==> config.mk <==
export PLATFORM = sky130hd
export DESIGN_NAME = cc_front_flat
export DESIGN_NICKNAME = d
export VERILOG_FILES = /design/src/rtl/cc_pkg.sv /design/src/rtl/cc_if.sv /design/src/rtl/cc_front.sv /design/src/flat_wrapper.sv
export SDC_FILE = /design/constraint.sdc
export NUM_CORES = 1
export LEC_CHECK = 0
export BUFFER_PORTS_ARGS = -buffer_cell sky130_fd_sc_hd__buf_2
export CORE_ASPECT_RATIO = 1.1
export CORE_UTILIZATION = 53
export CTS_CLUSTER_SIZE = 30
export DETAILED_ROUTE_END_ITERATION = 12
export HOLD_SLACK_MARGIN = 0.12
export PLACE_DENSITY = 0.84
export SLEW_MARGIN = 10
export SYNTH_ARGS = -nofsm -noshare
export SYNTH_HDL_FRONTEND = slang
export SYNTH_SLANG_ARGS = --single-unit
==> constraint.sdc <==
create_clock -name clk -period 4.1 [get_ports clk]
set_clock_uncertainty 0.1 [all_clocks]
set_input_delay 0.205 -clock clk [delete_from_list [all_inputs] [get_ports clk]]
set_output_delay 0.205 -clock clk [all_outputs]
set_load 0.02 [all_outputs]
==> src/rtl/cc_pkg.sv <==
// Shared types, constants and the quarter-round function of the ChaCha20 cipher.
// No dependencies.
package cc_pkg;

  localparam int unsigned ROUNDS = 20;
  localparam int unsigned QDEPTH = 4;
  localparam logic [31:0] SIGMA0 = 32'h61707865;
  localparam logic [31:0] SIGMA1 = 32'h3320646e;
  localparam logic [31:0] SIGMA2 = 32'h79622d32;
  localparam logic [31:0] SIGMA3 = 32'h6b206574;

  typedef enum logic [2:0] {
    CFG_KEY0, CFG_KEY1, CFG_KEY2, CFG_KEY3, CFG_NONCE_LO, CFG_NONCE_HI
  } cfg_idx_t;

  typedef struct packed {
    logic [255:0] key;
    logic [95:0]  nonce;
  } cfg_t;

  typedef struct packed {
    logic [7:0]  data;
    logic        last;
    logic [5:0]  pos;
    logic        newblk;
    logic [31:0] ctr;
  } q_entry_t;

  typedef enum logic {BK_IDLE, BK_RUN} bk_state_t;

  function automatic logic [127:0] qr(input logic [31:0] a, b, c, d);
    logic [31:0] ta, tb, tc, td;
    ta = a + b;   td = d ^ ta; td = {td[15:0], td[31:16]};
    tc = c + td;  tb = b ^ tc; tb = {tb[19:0], tb[31:20]};
    ta = ta + tb; td = td ^ ta; td = {td[23:0], td[31:24]};
    tc = tc + td; tb = tb ^ tc; tb = {tb[24:0], tb[31:25]};
    return {ta, tb, tc, td};
  endfunction

endpackage

==> src/rtl/cc_if.sv <==
// Valid/ready stream interfaces for input bytes and result bytes.
// Depends on nothing.
interface cc_in_if;
  logic       valid;
  logic       ready;
  logic [7:0] data_byte;
  logic       last;
  modport source (output valid, data_byte, last, input ready);
  modport sink (input valid, data_byte, last, output ready);
endinterface


==> src/rtl/cc_front.sv <==
// Front end: takes input transfers, tracks byte position and block counter.
// Depends on cc_pkg and cc_in_if.
module cc_front import cc_pkg::*; (
  input  logic     clk,
  input  logic     rst_n,
  cc_in_if.sink    in_if,
  input  logic     q_full,
  output logic     push,
  output q_entry_t entry
);
  logic [5:0]  pos_r, pos_nxt;
  logic [31:0] ctr_r, ctr_nxt;

  assign in_if.ready = !q_full;
  assign push = in_if.valid && in_if.ready;

  always_comb begin
    entry.data   = in_if.data_byte;
    entry.last   = in_if.last;
    entry.pos    = pos_r;
    entry.newblk = (pos_r == 6'd0);
    entry.ctr    = ctr_r;
    pos_nxt = pos_r;
    ctr_nxt = ctr_r;
    if (push) begin
      if (in_if.last) begin
        pos_nxt = '0;
        ctr_nxt = '0;
      end else begin
        pos_nxt = pos_r + 6'd1;
        ctr_nxt = ctr_r + {31'd0, entry.newblk};
      end
    end
  end

  always_ff @(posedge clk) begin
    if (!rst_n) begin
      pos_r <= '0;
      ctr_r <= '0;
    end else begin
      pos_r <= pos_nxt;
      ctr_r <= ctr_nxt;
    end
  end
endmodule

==> src/flat_wrapper.sv <==
// flat-port wrapper written by rule: the top's interface ports become plain ports
module cc_front_flat import cc_pkg::*;
  (clk, rst_n, q_full, push, entry, in_if_valid, in_if_data_byte, in_if_last, in_if_ready);
  cc_in_if in_if_i ();
  input  logic clk;
  input  logic rst_n;
  input  logic q_full;
  output logic push;
  output q_entry_t entry;
  input wire logic [$bits(in_if_i.valid)-1:0] in_if_valid;
  input wire logic [$bits(in_if_i.data_byte)-1:0] in_if_data_byte;
  input wire logic [$bits(in_if_i.last)-1:0] in_if_last;
  output wire logic [$bits(in_if_i.ready)-1:0] in_if_ready;
  assign in_if_i.valid = in_if_valid;
  assign in_if_i.data_byte = in_if_data_byte;
  assign in_if_i.last = in_if_last;
  assign in_if_ready = in_if_i.ready;
  cc_front u_core (.clk(clk), .rst_n(rst_n), .in_if(in_if_i), .q_full(q_full), .push(push), .entry(entry));
endmodule
# [Yosys cells after proc, flatten, opt, wreduce, memory -nomap -nowiden]
# Index checks and enable logic that the tools add are counted.
[totals] inputBits=13 word_cells=9 register_bits=38 out_inout_bits=50
[classes] addsub=2 n_reduce_logical=3 muxes=2
[op_table] op="$add 32x1->32" n=1
[op_table] op="$mux 32" n=1
[op_table] op="$add 6x1->6 const B" n=1
[op_table] op="$logic_not 6->1" n=1
[op_table] op="$mux 6" n=1
[op_table] op="$logic_and 1x1->1" n=1
[op_table] op="$logic_not 1->1" n=1

# [Depth between registers and ports, before layout]
# Gate-level depths: netlist of run 1.
[depth] word_depth=3 ltp_mapped=11 depth_no_buf=8

# [Worst setup path after synthesis of run 1]
# Ideal clock, no wire load.
[synth_path] path_kind="reg2reg" startpoint="reg u_core.pos_r[2]" endpoint="reg u_core.ctr_r[25]" setup_time_ns=0.070 path_slack_ns=1.491 arrival_time_ns=2.439 required_ns=3.930 stages_incl_launch_ff=8 path_buffers=0 synth_period_minus_slack_ns=2.609 path_cell_list="dfxtp_1 nor4_1 and2_1 ha_1 nand3b_1 or4_1 or4_1 a21oi_1"
[synth_rtl] item="start: declaration" line="cc_front.sv:11" rtl="logic [5:0] pos_r, pos_nxt;"
[synth_rtl] item="start signal: assignment" line="cc_front.sv:41" rtl="pos_r <= pos_nxt;"
[synth_rtl] item="end signal: assignment" line="cc_front.sv:42" rtl="ctr_r <= ctr_nxt;"
[synth_rtl] item="end: declaration" line="cc_front.sv:12" rtl="logic [31:0] ctr_r, ctr_nxt;"

# [Final worst setup path of run 1]
[layout_path] startpoint="reg u_core.pos_r[2]" endpoint="reg u_core.ctr_r[28]"
[layout_between] elab_chain_cells=3
[layout_lines] item="$logic_not 6->1" line="cc_front.sv:21" rtl="entry.newblk = (pos_r == 6'd0);"
[layout_lines] item="$add 32x1->32" line="cc_front.sv:31" rtl="ctr_nxt = ctr_r + {31'd0, entry.newblk};"
[layout_lines] item="$mux 32" line="cc_front.sv:26" rtl="if (in_if.last) begin"
# No other way between the ends.
# A chain may end at the register's enable or synchronous reset.

==> results of run 1 <==
## layout by cell type, fill, tap and decap left out, types with 2 or more instances in the layout
master / n
a21oi_1: 21
and3_1: 3
and4_1: 3
buf_2: 46
buf_4: 2
clkbuf_4: 5
dfxtp_1: 38
ha_1: 4
inv_1: 10
nand2_1: 11
nand3_1: 9
nand4_1: 12
nor2_1: 19
o21ai_0: 8
o31ai_1: 12
or3_1: 10
or4_1: 15
xnor2_1: 4
xor2_1: 12
## final timing paths
kind                                    to  slack, ps                          start
max          u_core.ctr_r[28]$_SDFFE_PN0P_       1300   u_core.pos_r[2]$_SDFFE_PN0P_
min           u_core.ctr_r[1]$_SDFFE_PN0P_        210                    in_if_valid
max reg2reg  u_core.ctr_r[28]$_SDFFE_PN0P_       1300   u_core.pos_r[2]$_SDFFE_PN0P_
min reg2reg  u_core.ctr_r[31]$_SDFFE_PN0P_        390  u_core.ctr_r[31]$_SDFFE_PN0P_
## tightest hold or removal path, stage by stage
cell and delay [ps]:
buf_2 120, nand3b_1 130, xor2_1 80, nor2_1 70
## per-layer routing
layer	track usage, %	vias to the layer above	wire [um]
met1	28.9	794	1750
met4	11.3	0	47
met2	34.9	52	1860
met3	4.66	4	221
li1	-	857	-
met5	0	-	0
## sequential cells by signal (all words and copies together) (netlist names)
register,cells
u_core.ctr_r,32
u_core.pos_r,6
## cell type report
type	count	area, um^2
inverter	10	37.5
fill	319	1240
clock buffer	7	55.1
multi-input combinational	152	950
timing repair buffer	48	245
sequential	38	761
tap	48	60.1
clock inverter	1	5.00
## cells by family after synthesis
| family | Yosys count | share of synthesized area, % |
|---|---|---|
| AND/OR/NAND/NOR | 90 | 27.6 |
| AO/OA/AOI/OAI | 41 | 12.6 |
| flip-flops | 38 | 40.8 |
| buffers and inverters | 29 | 8.19 |
| XOR/XNOR | 16 | 7.52 |
| adder cells (fa/ha/maj) | 4 | 2.69 |
| multiplexers | 1 | 0.537 |
## metrics by stage
step           instances  power, mW  area, um^2
6_report             304      0.609        2110
3_3_place_gp         296      0.416        2050
2_1_floorplan        219      0.417        1860
5_1_grt              304      0.641        2110
4_1_cts              304      0.620        2110
3_5_place_dp         296      0.417        2050
## power by group through the flow
stage                     clock network (mW)  registers, mW  logic (mW)
after floorplan                            0          0.384      0.0325
after global placement                     0          0.382      0.0341
after detailed placement                   0          0.382      0.0346
after CTS                              0.211          0.374      0.0347
after global routing                   0.228          0.374      0.0382
final                                  0.201          0.374      0.0344
==> flow_metrics.py, run 1 <==
metrics = {
    "floorplanning": {
        "die-area_um2": 3760,
        "rows": 22,
        "dieWidth_um": 58.5,
        "die_h_um": 64.2,
        "core_um2": 3360,
        "ioPinCount": 63,
        "initial_core_util_pct": 55.5,
    },
    "timing": {
        "whs_ps": 208,
        "maxSlewViolCount": 0,
        "setup_tns_ps": 0,
        "rsz0062_at_grt": "false",
        "fmax_mhz": 357,
        "tightest_slew_ps": 827,
        "setup_ws_ps": 1300,
        "post-route-period-util_pct": 68.4,
        "min_period_ps": 2800,
        "final-setup-viol-count": 0,
        "hold_violations": 0,
        "max_slew_margin_pct": 44.7,
    },
    "worst_setup_path": {
        "crit_type": "flop to flop",
        "arrival_ps": 2980,
        "critPathRequiredTime_ps": 4280,
        "crit_path_top_delay_cell": "or4_1",
        "cpMostUsedCell": "or4_1",
        "r2r_cells": 7,
        "crit_path_max_fanout": 27,
        "worst-path-buf-inv": 0,
        "critPathLaunchType": "flop",
        "crit_family": "simple AND/OR/NAND/NOR gates",
        "cp_num_cells": 7,
        "critPathMaxStageDelay_ps": 770,
        "end_kind": "flop",
        "crit_chain": "nor4_1, and2_1, ha_1, nand4b_1, or4_1, or4_1, a21oi_1",
    },
    "yosys": {
        "synth_area_leaders": "dfxtp_1 41%, or4_1 6.0%, a21oi_1 5.6%, xor2_1 5.6%, o31ai_1 4.8%",
        "synth_edf_count": 0,
        "yosys_warnings": 0,
        "synth_most_common_cell": "dfxtp_1",
        "synth_area_leader_cell": "dfxtp_1",
        "yosys_register_bits": 38,
        "netlist_instances": 219,
        "seq_area_frac_synth_pct": 40.8,
        "synth_top_area_share_pct": 40.8,
        "synth.cells.most_frequent": "38 x dfxtp_1, 21 x a21oi_1, 19 x nor2_1, 15 x or4_1",
        "synth_ff_type": "dfxtp_1",
        "syn-cell-area_um2": 1860,
        "syn-num-nets": 236,
        "syn_avg_cell_area_um2": 8.51,
        "async_flop_share_pct": 0,
        "ys_types": 30,
    },
    "status": {
        "status": "complete, no violations",
    },
    "worst_hold_path": {
        "hp-class": "input port to flop",
        "hold_depth": 4,
    },
    "layout": {
        "final_util_pct": 62.9,
        "num_antenna_cells": 0,
        "drive_gt1_share_pct": 21.9,
        "fin_nets": 272,
        "syn_to_final_growth_pct": 13.4,
    },
    "power_and_ir_drop": {
        "leakage_nw": 0.827,
        "p_per_area_nw_per_um2": 288,
        "power_frac_seq_pct": 61.4,
        "power_frac_clock_pct": 33.0,
        "p_switching_uw": 143,
        "swShare_pct": 23.5,
        "ir_drop_mv": 0.198,
        "internal_power_uw": 466,
        "p_comb_share_pct": 5.6,
    },
    "grt": {
        "grt_pass1_wl_um": 6470,
        "grt_use_total_pct": 22.4,
        "grt_max_degree": 28,
        "antenna_found_initial": 0,
        "grt_pass1_vias": 1429,
        "grt_overflow": 0,
    },
    "cts": {
        "ctsHtreeMaxLevel": 2,
        "root_buffer": "clkbuf_4",
        "hold_buffers": 0,
        "cts_setup_buffers": 0,
        "clock_path_buffers": 2,
        "cts-resized-gates": 0,
        "cts_tree": "built",
        "cts-buffers-inserted": 5,
        "clock_sinks": 38,
        "worstSkewPairLatency_ps": 340,
        "clkTransAtPathRegs_ps": 110,
    },
    "run": {
        "cap_violations": 0,
    },
    "detailed_routing": {
        "drc": 0,
        "routed_via_density": 5.62,
        "drtPass1Iterations": 4,
        "vias": 1707,
        "routedWlPerCell_um": 12.8,
        "ant_nets": 0,
        "totalWireLength_um": 3880,
        "drtIter0Drc": 79,
    },
    "placement": {
        "portBuffers": 46,
        "dp_slack_ps": 1330,
        "hpwl_um": 2730,
        "routabilityCongestion": 0.858,
    },
}
Note: power is estimated with default switching activity, not from simulation.
==> run 2, diff against run 1 <==
--- a/config.mk
+++ b/config.mk
@@ -7,11 +7,11 @@
 export LEC_CHECK = 0
 export BUFFER_PORTS_ARGS = -buffer_cell sky130_fd_sc_hd__buf_2
 export CORE_ASPECT_RATIO = 1.1
-export CORE_UTILIZATION = 53
+export CORE_UTILIZATION = 45
 export CTS_CLUSTER_SIZE = 30
 export DETAILED_ROUTE_END_ITERATION = 12
 export HOLD_SLACK_MARGIN = 0.12
-export PLACE_DENSITY = 0.84
+export PLACE_DENSITY = 0.76
 export SLEW_MARGIN = 10
 export SYNTH_ARGS = -nofsm -noshare
 export SYNTH_HDL_FRONTEND = slang
==> constraint.sdc (replaced) <==
create_clock -name clk -period 2.4 [get_ports clk]
set_clock_uncertainty 0.1 [all_clocks]
set_input_delay 0.12 -clock clk [delete_from_list [all_inputs] [get_ports clk]]
set_output_delay 0.12 -clock clk [all_outputs]
set_load 0.02 [all_outputs]
==> run 2 against run 1 <==
The flow now finishes with violations (setup timing). Routed wire length is 9.7% higher. Final area is 11% higher. Via count is 4.5% higher. Non-clock buffer count is 18 higher. Critical path depth stayed put. Sequential power is 70% higher. Register-to-register slack worse by 1300 ps. Critical path type unchanged.
==> flow_metrics.py, run 2 (synthesis gave the netlist of run 1 again) <==
metrics = {
    "grt": {
        "antenna_found_initial": 0,
        "grt_pass1_vias": 1566,
        "grt_pass1_wl_um": 7100,
        "grt_overflow": 0,
        "grt_use_total_pct": 20.4,
        "grt_max_degree": 39,
    },
    "worst_hold_path": {
        "hold_depth": 0,
        "hp-class": "input port to output port",
    },
    "worst_setup_path": {
        "critPathLaunchType": "flop",
        "end_kind": "flop",
        "crit_type": "flop to flop",
        "critPathRequiredTime_ps": 2530,
        "r2r_cells": 7,
        "arrival_ps": 2550,
        "crit_path_max_fanout": 3,
    },
    "timing": {
        "hold_violations": 0,
        "fmax_mhz": 413,
        "rsz0062_at_grt": "true",
        "final-setup-viol-count": 3,
        "whs_ps": 140,
        "min_period_ps": 2420,
        "post-route-period-util_pct": 101,
        "setup_ws_ps": -19.7,
        "maxSlewViolCount": 0,
        "tightest_slew_ps": 412,
        "max_slew_margin_pct": 72.5,
    },
    "floorplanning": {
        "ioPinCount": 63,
        "dieWidth_um": 63.4,
        "rows": 24,
        "initial_core_util_pct": 47.0,
        "core_um2": 3960,
        "die-area_um2": 4400,
        "die_h_um": 69.5,
    },
    "cts": {
        "worstSkewPairLatency_ps": 300,
        "cts-buffers-inserted": 5,
        "clock_sinks": 38,
        "clkTransAtPathRegs_ps": 70,
        "clock_path_buffers": 2,
        "cts_tree": "built",
        "ctsHtreeMaxLevel": 2,
        "root_buffer": "clkbuf_8",
    },
    "power_and_ir_drop": {
        "leakage_nw": 0.942,
        "p_per_area_nw_per_um2": 494,
        "internal_power_uw": 891,
        "p_switching_uw": 273,
        "p_total_mw": 1.16,
        "power_frac_clock_pct": 39.3,
        "ir_drop_mv": 0.282,
        "swShare_pct": 23.5,
        "power_frac_seq_pct": 54.6,
        "p_comb_share_pct": 6.0,
    },
    "status": {
        "status": "complete, but fails checks",
        "violations": "setup timing",
    },
    "detailed_routing": {
        "ant_nets": 0,
        "routed_via_density": 5.47,
        "totalWireLength_um": 4260,
        "vias": 1783,
        "drtIter0Drc": 147,
        "routedWlPerCell_um": 13.1,
        "drc": 0,
        "drtPass1Iterations": 4,
    },
    "layout": {
        "nFillCells": 395,
        "drive_gt1_share_pct": 32.5,
        "top_regs": "u_core.ctr_r (32), u_core.pos_r (6)",
        "fin_nets": 290,
        "fin_area_um2": 2350,
        "num_antenna_cells": 0,
        "fin_cells": 326,
        "final_util_pct": 59.4,
        "top_register": "u_core.ctr_r",
        "syn_to_final_growth_pct": 26.4,
        "final_common_cell": "buf_2",
        "final_cell_mix": "48 x buf_2, 35 x dfxtp_1, 19 x nor2_1, 18 x a21oi_1, 17 x buf_4",
        "largest_reg_flops": 32,
    },
    "placement": {
        "place_area_um2": 2190,
        "portBuffers": 46,
        "hpwl_um": 2880,
        "placedCellCount": 316,
        "routabilityCongestion": 0.737,
    },
    "run": {
        "cap_violations": 0,
    },
}
-- run 2: cell count changes in the layout (fill, tap and decap cells not counted), sizes merged --
cell / change
buf: +18
-- run 2: power groups by stage --
| stage | Combinational [mW] | Clock (mW) | Sequential, mW |
|---|---|---|---|
| 2_1_floorplan | 0.0574 | 0 | 0.656 |
| 3_3_place_gp | 0.0671 | 0 | 0.650 |
| 3_5_place_dp | 0.0680 | 0 | 0.650 |
| 4_1_cts | 0.0704 | 0.466 | 0.636 |
| 5_1_grt | 0.0786 | 0.496 | 0.636 |
| 6_report | 0.0704 | 0.458 | 0.636 |
-- run 2: layout make-up --
cell class / instances / area [um^2] / share of cell area (%)
Timing Repair Buffer: 66 / 379 / 16.1
Tap cell: 52 / 65.1 / 2.76
Sequential cell: 38 / 767 / 32.6
Clock buffer: 7 / 86.3 / 3.67
Inverter: 10 / 37.5 / 1.59
Clock inverter: 1 / 5.00 / 0.213
Multi-Input combinational cell: 152 / 1010 / 43.1
-- run 2: what timing repair did --
| action | 4_1_cts | 5_1_grt |
|---|---|---|
| pin swaps | 2 | 6 |
| cloned | 2 | 0 |
| setup endpoints to repair | 10 | 16 |
| gates resized for setup | 5 | 8 |
| hold buffers | 0 | 0 |
| setup buffers | 0 | 0 |
-- run 2: worst paths after layout --
check                                                     end  slack [ps]                           from
worst max-delay path            u_core.ctr_r[25]$_SDFFE_PN0P_         -20   u_core.pos_r[2]$_SDFFE_PN0P_
worst min-delay path                                entry[43]         140             in_if_data_byte[3]
worst max register to register  u_core.ctr_r[25]$_SDFFE_PN0P_         -20   u_core.pos_r[2]$_SDFFE_PN0P_
worst min register to register  u_core.ctr_r[31]$_SDFFE_PN0P_         380  u_core.ctr_r[31]$_SDFFE_PN0P_
-- run 2: through the flow --
stage          worst slack (ps)  TNS [ps]
6_report                  -19.7     -38.1
5_1_grt                    -127     -1370
4_1_cts                   -19.5     -72.0
3_5_place_dp              -69.8      -319
3_3_place_gp              -36.6      -171
2_1_floorplan             -33.9      -184
-- run 2: routing by layer --
metal,vias up,global-route usage [%],routed length [um]
li1,889,-,-
met1,836,25.5,1910
met2,51,32.7,2040
met3,7,6.09,232
met4,0,7.58,77
met5,-,0,0
-- run 2: critical path, stage by stage, from the launching register on --
cell	delay (ps)
dfxtp_4	350
nor4_4	250
and2_4	200
ha_2	180
nand3b_1	100
or4_4	530
or4_1	510
a21oi_2	140
