$ cat config.mk
export PLATFORM = sky130hd
export DESIGN_NAME = cc_fifo
export DESIGN_NICKNAME = d
export VERILOG_FILES = /design/src/rtl/cc_pkg.sv /design/src/rtl/cc_fifo.sv
export SDC_FILE = /design/constraint.sdc
export NUM_CORES = 1
export LEC_CHECK = 0
export BUFFER_PORTS_ARGS = -buffer_cell sky130_fd_sc_hd__buf_2
export CAP_MARGIN = 20
export CORE_ASPECT_RATIO = 1.4
export CORE_MARGIN = 1
export CORE_UTILIZATION = 45
export DETAILED_ROUTE_END_ITERATION = 10
export GPL_TIMING_DRIVEN = 0
export PLACE_DENSITY = 0.72
export SETUP_SLACK_MARGIN = 0.05
export SLEW_MARGIN = 0
export SYNTH_ARGS = -nofsm -noshare
export SYNTH_HDL_FRONTEND = slang
export SYNTH_SLANG_ARGS = --single-unit
$ cat constraint.sdc
create_clock -name clk -period 6.5 [get_ports clk]
set_clock_uncertainty 0.15 [all_clocks]
set_input_delay 1.95 -clock clk [delete_from_list [all_inputs] [get_ports clk]]
set_output_delay 1.95 -clock clk [all_outputs]
set_load 0.03 [all_outputs]
$ cat src/rtl/cc_pkg.sv
// Shared types, constants and the quarter-round function of the ChaCha20 cipher.
// No dependencies.
package cc_pkg;

  localparam int unsigned ROUNDS = 20;
  localparam int unsigned QDEPTH = 4;
  localparam logic [31:0] SIGMA0 = 32'h61707865;
  localparam logic [31:0] SIGMA1 = 32'h3320646e;
  localparam logic [31:0] SIGMA2 = 32'h79622d32;
  localparam logic [31:0] SIGMA3 = 32'h6b206574;

  typedef enum logic [2:0] {
    CFG_KEY0, CFG_KEY1, CFG_KEY2, CFG_KEY3, CFG_NONCE_LO, CFG_NONCE_HI
  } cfg_idx_t;

  typedef struct packed {
    logic [255:0] key;
    logic [95:0]  nonce;
  } cfg_t;

  typedef struct packed {
    logic [7:0]  data;
    logic        last;
    logic [5:0]  pos;
    logic        newblk;
    logic [31:0] ctr;
  } q_entry_t;

  typedef enum logic {BK_IDLE, BK_RUN} bk_state_t;

  function automatic logic [127:0] qr(input logic [31:0] a, b, c, d);
    logic [31:0] ta, tb, tc, td;
    ta = a + b;   td = d ^ ta; td = {td[15:0], td[31:16]};
    tc = c + td;  tb = b ^ tc; tb = {tb[19:0], tb[31:20]};
    ta = ta + tb; td = td ^ ta; td = {td[23:0], td[31:24]};
    tc = tc + td; tb = tb ^ tc; tb = {tb[24:0], tb[31:25]};
    return {ta, tb, tc, td};
  endfunction

endpackage

$ cat src/rtl/cc_fifo.sv
// Short queue between front and back end.
// Depends on cc_pkg.
module cc_fifo import cc_pkg::*; (
  input  logic     clk,
  input  logic     rst_n,
  input  logic     push,
  input  q_entry_t wr_entry,
  input  logic     pop,
  output q_entry_t head,
  output logic     head_valid,
  output logic     full
);
  localparam int unsigned AW = $clog2(QDEPTH);
  q_entry_t       mem_r [QDEPTH];
  logic [AW-1:0]  wp_r, rp_r;
  logic [AW:0]    cnt_r;

  assign head       = mem_r[rp_r];
  assign head_valid = (cnt_r != '0);
  assign full       = (cnt_r == (AW+1)'(QDEPTH));

  always_ff @(posedge clk) begin
    if (push) mem_r[wp_r] <= wr_entry;
  end

  always_ff @(posedge clk) begin
    if (!rst_n) begin
      wp_r  <= '0;
      rp_r  <= '0;
      cnt_r <= '0;
    end else begin
      if (push) wp_r <= wp_r + 1'b1;
      if (pop) rp_r <= rp_r + 1'b1;
      cnt_r <= cnt_r + {{AW{1'b0}}, push} - {{AW{1'b0}}, pop};
    end
  end

  a_no_overflow: assert property (@(posedge clk) disable iff (!rst_n)
    full |-> !push) else $error("queue overflow");
  a_no_underflow: assert property (@(posedge clk) disable iff (!rst_n)
    !head_valid |-> !pop) else $error("queue underflow");
endmodule

## Yosys cells after proc, flatten, opt, wreduce, memory -nomap -nowiden

Memory sizes are Yosys's and may differ from the RTL's. A register that Yosys moved wholly into a read port is not among the register bits.
Index checks and enable logic that the tools add are counted.

| word-level totals | value |
|---|---|
| flip-flop bits (word level) | 7 |
| RAM bits | 192 |
| memories kept | 1 |
| input port bits | 52 |

Memory list:

| name | words | width | read ports | clocked after memory_dff | wr ports | RTL line | RTL |
|---|---|---|---|---|---|---|---|
| mem_r | 4 | 48 | 1 | 1 | 1 | cc_fifo.sv:14 | `q_entry_t mem_r [QDEPTH];` |

| cells by class | value |
|---|---|
| add/sub/neg operators | 4 |
| equal/unequal tests | 1 |
| reductions and logical operators | 1 |
| muxes and demuxes | 4 |

Operator list:

| operator | number |
|---|---|
| 2-bit by 1-bit adder with 2-bit output (second input constant) | 2 |
| 2-bit two-way mux | 2 |
| 3-bit by 1-bit adder with 3-bit output | 1 |
| 3-bit equality test (second input constant) | 1 |
| 3-bit nonzero test | 1 |
| 3-bit by 1-bit subtractor with 3-bit output | 1 |
| 1-bit two-way mux | 2 |

## Longest topological paths before layout

Gate-level depths: netlist of run 1.

| depth | value |
|---|---|
| depth in word-level cells | 3 |
| gate-level depth with buffers | 7 |
| depth with buffers taken out | 7 |

## Least setup slack after synthesis of run 1

OpenSTA, ideal clock, no wires.

| path | value |
|---|---|
| kind | input to register |
| from | input port push |
| to | memory mem_r[0][0] (netlist name), enable pin |
| data arrival time | 3.100 ns |
| stages on the path | 1 |
| library setup time | 0.410 ns |
| data required time | 5.940 ns |
| setup slack | 2.840 ns |
| path through | and2_1 |

| between the ends | value |
|---|---|
| word-level cells in the longest chain between the ends | 2 |

Ends and longest elaborated chain:

| item | RTL line | RTL |
|---|---|---|
| start: declaration | cc_fifo.sv:6 | `input logic push,` |
| 1-bit two-way mux | cc_fifo.sv:23 | `if (push) mem_r[wp_r] <= wr_entry;` |
| 1-bit two-way mux (implied by the code) | cc_fifo.sv:23 |  |
| end: declaration | cc_fifo.sv:14 |  |

Every way passes these cells.

==> results_dict.tcl, run 1 <==
set metrics [dict create \
    cts.repair.resized 0 \
    core_area_um2 16100 \
    postSynthCellCount 293 \
    globalRoute.totalOverflow 0 \
    routabilityCongestion 0.6368 \
    grt_util_all_layers_pct 15.80 \
    synth_compound_area_share_pct 0.2039 \
    critPathKind "reg2out" \
    path_depth 4 \
    p_sw_uw 688.8 \
    violations "design-rule violations" \
    final.setup.tns_ns 0 \
    clock-sinks 201 \
    wl_per_cell_um 20.26 \
    dp_cells 597 \
    numPortBuffers 101 \
    worstPathArrival_ns 2.01 \
    synth-edff-count 192 \
    cp-endpoint "head[36]" \
    clockRootBuffer "clkbuf_16" \
    fp.dieW_um 110.1 \
    grt_pass1_vias 3624 \
    io_pins 102 \
    nets 478 \
    reg2reg_from "wp_r[1]" \
    period_share_pct 63.26 \
    p_comb_share_pct 12.6 \
    drv_cap 0 \
    drtIter0Drc 164 \
    clock_power_share_pct 35.5 \
    synth.area.mux_share_pct 14.82 \
    ir_drop_v 0.0002144 \
    power_density_nw_per_um2 329.8 \
    grt_setup_unrepaired "no" \
    pwr-share-seq_pct 52.0 \
    wl_mm 12.76 \
    yosys_warnings 0 \
    cp_slowest_cell "dfxtp_1" \
    drive_above_1_share_pct 45.48 \
    clk_pin_slew_ns 0.06 \
    dpl.hpwl_mm 7.841 \
    area_growth_pct 19.22 \
    setup_viol 0 \
    r2r_cells 4 \
    yosys.area.top_type "edfxtp_1" \
    synth_area_leaders "edfxtp_1 78%, mux4_2 15%, dfxtp_1 2.4%" \
    synth_fa_ha_area_share_pct 1.292 \
    synth_top_area_share_pct 78.31 \
    syn_nets 352 \
    start_util_pct 45.72 \
    worstMarginPinSlew_ns 0.6917 \
    ys_seq_area_share_pct 80.76 \
    synth_top_family_by_area "multiplexers" \
    slew_viol_final 0 \
    clock_latency_ns 0.47 \
    status "complete, but fails checks" \
    r2r-end "mem_r[1][33]" \
    postCtsHoldBufs 0 \
    switching_share_pct 23.79 \
    htree_levels 1 \
    netlist_top_cells_count "192 x edfxtp_1, 48 x mux4_2, 9 x dfxtp_1" \
    fmaxAchievable_ghz 0.2432 \
    synth_xor_area_share_pct 0.5608 \
    cp.buffers_inverters 3 \
    grt_max_degree 27 \
    maxSlewHeadroom_pct 53.89 \
    cp_max_fo 10 \
    finalHoldViolCount 0 \
    die_y_um 153.3 \
    ys_types 20 \
    yosys.area_share.simple_pct 1.037 \
    min_path_type "reg2reg" \
    viasPerCell 5.270 \
    grt_pass1_wl_mm 19.79 \
    ctsLongestPathBuffers 3 \
    postCtsSetupRepairBufs 0 \
    required_ns 4.40 \
    n_antenna_cell 0 \
    finalNonFillerCells 630 \
    r2r_slack_ns 4.55 \
    intPower_mw 2.206 \
    crit_family "buffers and inverters" \
    leakagePower_nw 3.007 \
    die_area_um2 16880 \
    crit_chain "buf_2 -> buf_2 -> mux4_2 -> buf_2" \
    slowest_delay_ns 0.35 \
    num_vias 3320 \
    synth.avg_cell_area_um2 25.13 \
    place_area_um2 8202 \
    rows 55 \
    drc_errors 4 \
    cp-start-kind "register" \
    yosys.cell_count.top_type "edfxtp_1" \
    antenna_found_initial 0 \
    async_flop_share_pct 0 \
    cp-end-kind "output pin" \
    cts_made_buffers 19 \
    cts_tree "done" \
    design_area_um2 8777 \
    crit_top_cell "buf_2" \
    synth_area_um2 7362 \
    synthFlopType "edfxtp_1" \
    firstDrtPassIters 10 \
    ys_ff_latch 201 \
    period_needed_ns 4.112 \
    ant_nets 0 \
]
-- worst reg2reg max path, delay by kind of cell (launching register included) --
| family | cells | cell delay [ns] |
|---|---|---|
| buf+inv | 2 | 0.39 |
| flops | 1 | 0.34 |
| fa+ha+maj | 1 | 0.14 |
| simple gates | 1 | 0.59 |
-- logic make-up after synthesis --
| family | count (synthesis) |
|---|---|
| compound gates | 2 |
| flops | 201 |
| buf+inv | 17 |
| mux | 49 |
| xor+xnor | 3 |
| fa+ha+maj | 7 |
| simple gates | 14 |
-- layout make-up --
| cell class | count | area [um2] |
|---|---|---|
| Multi-Input combinational cell | 75 | 1324 |
| Buffer | 10 | 71.32 |
| Inverter | 7 | 26.28 |
| Tap cell | 199 | 249.0 |
| Clock buffer | 20 | 479.2 |
| Timing Repair Buffer | 105 | 585.6 |
| Clock inverter | 13 | 96.34 |
| Sequential cell | 201 | 5946 |
| Fill cell | 1279 | 7326 |
-- placed cells by master (no fill, tap or decap) --
cell type	instances
edfxtp_1	192
buf_2	104
mux4_2	48
clkbuf_16	19
dfxtp_1	9
inv_1	7
clkinv_2	7
ha_1	6
nor2_1	5
and2_2	4
buf_12	4
buf_6	3
clkbuf_1	3
buf_4	2
and2_1	2
xnor2_1	2
clkinvlp_4	2
clkinv_1	2
and3_1	1
or3_1	1
a21bo_2	1
nand3b_1	1
a21oi_1	1
mux2i_1	1
xor3_1	1
fa_1	1
inv_6	1
bufinv_16	1
-- state kept, by name, summed over array words and instances, names as in the netlist, named ones only --
signal	cells
mem_r	192
cnt_r	3
rp_r	2
wp_r	2
-- metrics by stage --
step	power [mW]	setup WS [ns]	utilization (%)	hold WS (ns)
6_report	2.895	2.388	54.51	0.4172
5_1_grt	2.994	2.265	54.51	0.4341
4_1_cts	2.927	2.331	54.51	0.4170
3_5_place_dp	1.904	2.838	50.93	0.4061
3_3_place_gp	1.888	1.766	50.40	0.3635
2_1_floorplan	1.783	2.840	-	0.3493
-- power by group through the flow --
stage,clock network [mW],logic [mW],registers [mW]
after floorplan,0,0.253,1.53
after global placement,0,0.355,1.53
after detailed placement,0,0.370,1.53
after CTS,1.05,0.372,1.51
after global routing,1.09,0.390,1.51
final,1.03,0.364,1.50
-- worst min path at each step --
stage | start | to | slack, ns | depth (start not counted)
after floorplan | rp_r[1] | register | 0.35 | 2
after global placement | rp_r[1] | rp_r[1] | 0.36 | 2
after detailed placement | wp_r[0] | wp_r[0] | 0.41 | 2
after CTS | rp_r[0] | rp_r[1] | 0.42 | 2
after global routing | rp_r[0] | register | 0.43 | 2
final | rp_r[0] | rp_r[1] | 0.42 | 2
-- routing by layer --
| layer | routed length [um] | part of all wire [%] | GRT usage [%] |
|---|---|---|---|
| met1 | 4930 | 39 | 19.23 |
| met2 | 7012 | 55 | 28.24 |
| met3 | 534 | 4.2 | 2.601 |
| met4 | 286 | 2.2 | 5.075 |
| met5 | 0 | 0 | 0 |
Note: power is estimated with default switching activity, not from simulation.
==> inputs of run 2 (changes only) <==
- ABC_AREA: not set -> 1
- clock period: 6.5 -> 3.8 ns (I/O delays scaled with it)
==> run 2 against run 1 <==
The flow now finishes without violations. Sequential power increased by 71%. Via count up 45%. Highest routed layer unchanged. Routed wire length increased by 25%. Critical path depth is 2 higher. Sequential share of layout area decreased by 5.2 points. Synthesized cell count is 110% higher. Clock power is 76% higher.
==> results_dict.tcl, run 2 <==
set metrics [dict create \
    clock_latency_ns 0.47 \
    r2r_slack_ns 1.94 \
    grt_pass1_vias 5018 \
    seq_area_um2 5946 \
    design_area_um2 9507 \
    leakagePower_nw 3.806 \
    final_util_pct 54.63 \
    num_vias 4818 \
    crit_chain "buf_2 -> buf_6 -> buf_4 -> o211ai_1 -> nand2_1 -> buf_2" \
    critPathKind "reg2out" \
    synth_top_family_by_area "compound AO/OA/AOI/OAI gates" \
    antenna_found_initial 0 \
    io_pins 102 \
    slowest_delay_ns 0.32 \
    setup_ws_ns 0.6454 \
    firstDrtPassIters 4 \
    status "finished clean" \
    numPortBuffers 101 \
    netlist_top_cells_count "192 x edfxtp_1, 111 x inv_1, 106 x nand2_1" \
    drtIter0Drc 309 \
    ys_ff_latch 201 \
    syn_nets 674 \
    final.setup.tns_ns 0 \
    finalHoldViolCount 0 \
    ys_seq_area_share_pct 74.09 \
    fmaxAchievable_ghz 0.3170 \
    slew_viol_final 0 \
    drive_above_1_share_pct 22.44 \
    fp.dieW_um 114.9 \
    globalRoute.totalOverflow 0 \
    power_density_nw_per_um2 527.4 \
    ctsLongestPathBuffers 3 \
    multiInputGateArea_um2 1401 \
    cts_made_buffers 19 \
    synth-edff-count 192 \
    synth_area_um2 8025 \
    synth_top_area_share_pct 71.84 \
    clk_pin_slew_ns 0.06 \
    place_worst_setup_slack_ns 1.173 \
    total_power_mw 5.014 \
    ant_nets 0 \
    period_needed_ns 3.155 \
    dpl.hpwl_mm 10.12 \
    postSynthCellCount 615 \
    rows 57 \
    start_util_pct 46.12 \
    regMostFlops "mem_r" \
    place_area_um2 8906 \
    cp.buffers_inverters 4 \
    synth_xor_area_share_pct 0 \
    worstPathArrival_ns 1.86 \
    synth.area.mux_share_pct 0 \
    yosys.area_share.simple_pct 5.176 \
    synth.avg_cell_area_um2 13.05 \
    postCtsHoldBufs 0 \
    core_area_um2 17400 \
    final_common_cell "edfxtp_1" \
    finalNonFillerCells 989 \
    cp_slowest_cell "dfxtp_1" \
    viasPerCell 4.872 \
    postCtsSetupRepairBufs 0 \
    yosys.cell_count.top_type "edfxtp_1" \
    clockRootBuffer "clkbuf_16" \
    synthFlopType "edfxtp_1" \
    drv_cap 0 \
    yosys.area.top_type "edfxtp_1" \
    wl_mm 15.91 \
    nFillCells 1449 \
    cp_max_fo 10 \
    worstMarginPinSlew_ns 0.6470 \
    fin_hold_ws_ns 0.3344 \
    period_share_pct 83.02 \
    grt_setup_unrepaired "no" \
    cts_tree "done" \
    dp_cells 956 \
    cts.repair.resized 0 \
    largest_reg_flops 192 \
    grt_util_all_layers_pct 17.86 \
    cp-end-kind "output pin" \
    grt_pass1_wl_mm 25.13 \
    area_growth_pct 18.46 \
    maxSlewHeadroom_pct 56.80 \
    top_regs "mem_r (192), cnt_r (3)" \
    wl_per_cell_um 16.09 \
    ys_types 15 \
    clock-sinks 201 \
    grt_max_degree 26 \
    synth_fa_ha_area_share_pct 1.185 \
    synth_area_leaders "edfxtp_1 72%, inv_1 5.2%, nand2_1 5.0%" \
    final_cell_mix "192 x edfxtp_1, 112 x buf_2, 107 x inv_1" \
    ir_drop_v 0.0002928 \
    nets 800 \
    crit_top_cell "buf_2" \
    n_antenna_cell 0 \
    die_area_um2 18380 \
    crit_family "buffers and inverters" \
    min_path_type "reg2reg" \
    setup_viol 0 \
    yosys_warnings 0 \
    synth_compound_area_share_pct 11.10 \
    htree_levels 1 \
    die_y_um 160.0 \
    drc_errors 0 \
    required_ns 2.51 \
    routabilityCongestion 0.7443 \
    async_flop_share_pct 0 \
    cp-start-kind "register" \
]
run 2: changes by cell type after synthesis, moves of 46 or more:
cell	change
nand2_1	+106
mux4_2	-48
inv_1	+104
o21ai_1	+46
a21oi_1	+53
o211ai_1	+48
run 2: cell type report:
class                           instances  share of cell area, %
Timing Repair Buffer                  105                  6.160
Inverter                              111                  4.383
Buffer                                 32                  2.751
Clock buffer                           26                  5.594
Sequential cell                       201                  62.54
Tap cell                              236                  3.106
Multi-Input combinational cell        271                  14.74
Clock inverter                          7                 0.7239
run 2: cell families (layout without fill, tap and decap cells):
| kind of cell | count (synthesis) | in the layout |
|---|---|---|
| flip-flops | 201 | 201 |
| AO/OA/AOI/OAI | 154 | 154 |
| buffers and inverters | 143 | 281 |
| AND/OR/NAND/NOR | 110 | 110 |
| adder cells (fa/ha/maj) | 7 | 7 |
run 2: metal layers:
layer | up-vias | share of wire (%) | track usage [%] | routed length, um
met4 | 0 | 2.8 | 6.139 | 443
li1 | 2383 | - | - | -
met1 | 2292 | 40 | 21.26 | 6379
met3 | 32 | 4.1 | 2.846 | 653
met2 | 111 | 53 | 32.31 | 8434
met5 | - | 0 | 0 | 0
run 2: power by group:
| group | total [mW] | switching [mW] | internal (mW) | leakage, nW |
|---|---|---|---|---|
| clock | 1.81 | 0.756 | 1.05 | 0.298 |
| sequential | 2.56 | 0.0251 | 2.53 | 1.84 |
| combinational | 0.648 | 0.454 | 0.193 | 1.67 |
| total | 5.01 | 1.24 | 3.78 | 3.81 |
run 2: worst reg2reg max path: cells and delay by family (launching register included):
| kind | cells | cell delay (ns) |
|---|---|---|
| buffers and inverters | 3 | 0.85 |
| adders and majority gates | 1 | 0.15 |
| and+or+nand+nor | 1 | 0.06 |
| DFF | 1 | 0.33 |
run 2: worst paths after layout:
check | from | end | cells after the start
max reg2reg | wp_r[1] | mem_r[1][37] | 5
min reg2reg | rp_r[0] | rp_r[0] | 1
max | register | head[40] | 6
min | rp_r[0] | rp_r[0] | 1
==> inputs of run 3 (changes only) <==
- clock period: 3.8 -> 2.97 ns (I/O delays scaled with it)
==> run 3 against run 2 <==
Routed wire length shrank 0.18%. Power grew 28%. Sequential share of layout area shrank 0.058 points. Clock-buffer cell count is the same. First-iteration DRC count grew 2.9%. Clock power grew 28%. Flip-flop and latch count is the same. Global-route usage is the same. Sequential power grew 28%. Register-to-register slack lost 0.84 ns. Hold slack gained 0.0017 ns. Critical endpoint is now head[11].
==> results_dict.tcl, run 3 (synthesis gave the netlist of run 2 again) <==
set metrics [dict create \
    cp-end-kind "output pin" \
    viasPerCell 4.891 \
    period_share_pct 94.73 \
    leakagePower_nw 3.808 \
    power_density_nw_per_um2 674.1 \
    regMostFlops "mem_r" \
    worstPathArrival_ns 1.77 \
    final.setup.tns_ns 0 \
    critPathKind "reg2out" \
    firstDrtPassIters 4 \
    clock_latency_ns 0.47 \
    slew_viol_final 0 \
    required_ns 1.93 \
    io_pins 102 \
    grt_util_all_layers_pct 17.86 \
    cp_max_fo 10 \
    drc_errors 0 \
    top_regs "mem_r (192), cnt_r (3)" \
    core_area_um2 17400 \
    fmaxAchievable_ghz 0.3554 \
    maxSlewHeadroom_pct 56.99 \
    wl_per_cell_um 16.06 \
    setup_viol 0 \
    grt_setup_unrepaired "no" \
    crit_chain "clkbuf_4 -> buf_6 -> buf_4 -> o211ai_1 -> nand2_1 -> buf_2" \
    die_area_um2 18380 \
    ir_drop_v 0.0003751 \
    clock-sinks 201 \
    area_growth_pct 18.57 \
    n_antenna_cell 0 \
    postCtsSetupRepairBufs 0 \
    cts_made_buffers 19 \
    dr.max_layer_used "met4" \
    cp-start-kind "register" \
    dpl.hpwl_mm 10.12 \
    die_y_um 160.0 \
    ctsLongestPathBuffers 3 \
    num_vias 4837 \
    largest_reg_flops 192 \
    period_needed_ns 2.813 \
    place_worst_setup_slack_ns 0.5917 \
    htree_levels 1 \
    postCtsHoldBufs 0 \
    cp_slowest_cell "dfxtp_1" \
    antenna_found_initial 0 \
    clk_pin_slew_ns 0.06 \
    numPortBuffers 101 \
    final_common_cell "edfxtp_1" \
    drtIter0Drc 318 \
    nFillCells 1447 \
    setup_ws_ns 0.1566 \
    nets 800 \
    rows 57 \
    min_path_type "reg2reg" \
    cts_tree "done" \
    dr_wl_met2_mm 8.353 \
    routabilityCongestion 0.7443 \
    clockRootBuffer "clkbuf_16" \
    wl_met1_mm 6.262 \
    wl_mm 15.88 \
    grt_max_degree 26 \
    status "finished clean" \
    total_power_mw 6.415 \
    fp.dieW_um 114.9 \
    cts.repair.resized 0 \
    drive_above_1_share_pct 22.44 \
    worstMarginPinSlew_ns 0.6442 \
    grt_pass1_wl_mm 25.13 \
    start_util_pct 46.12 \
    globalRoute.totalOverflow 0 \
    drv_cap 0 \
    grt_pass1_vias 5018 \
    slowest_delay_ns 0.32 \
    wl_met3_um 801 \
    ant_nets 0 \
    final_cell_mix "192 x edfxtp_1, 110 x buf_2, 107 x inv_1" \
    r2r_slack_ns 1.10 \
    finalHoldViolCount 0 \
]
[run 3: cell types whose count changed in the layout (fill, tap and decap cells not counted)]
cell / change
buf_4: -1
clkbuf_4: +2
buf_2: -2
buf_6: +1
[run 3: power by group]
group          total (mW)  switching, mW  internal, mW
combinational       0.831          0.581         0.249
sequential           3.27         0.0323          3.24
clock                2.31          0.965          1.35
total                6.41           1.58          4.84
[run 3: path summary, 6_finish.rpt]
check / start / endpoint / cells after the start
max: register / head[11] / 6
min: rp_r[0] / rp_r[0] / 1
max reg2reg: wp_r[1] / mem_r[1][37] / 5
min reg2reg: rp_r[0] / rp_r[0] / 1
[run 3: worst max-delay path: cells and delay by family, from the launching register on]
| kind | cells | cell delay, ns |
|---|---|---|
| AOI/OAI and AO/OA | 1 | 0.11 |
| buffers and inverters | 4 | 0.76 |
| and+or+nand+nor | 1 | 0.11 |
| DFF | 1 | 0.32 |
[run 3: through the flow]
stage	utilization (%)	hold slack [ns]	area, um2	std cells
after detailed placement	51.18	0.3257	8906	956
after floorplan	-	0.2856	8025	615
after global routing	54.68	0.3613	9515	989
final	54.68	0.3361	9515	989
after global placement	50.72	0.3098	8826	952
after CTS	54.63	0.3328	9507	989
[run 3: layout make-up]
type	count	area, um2	area share (%)
buffer	32	267.8	2.814
clock buffer	26	531.8	5.588
clock inverter	7	68.82	0.7232
inverter	111	416.7	4.379
multi-input combinational	271	1401	14.73
sequential	201	5946	62.49
tap	236	295.3	3.103
timing repair buffer	105	588.1	6.180
[run 3: metal layers]
metal  global-route usage, %  up-vias
met5                       0        -
met4                   6.139        0
met3                   2.846       34
met2                   32.31      127
met1                   21.26     2295
li1                        -     2381
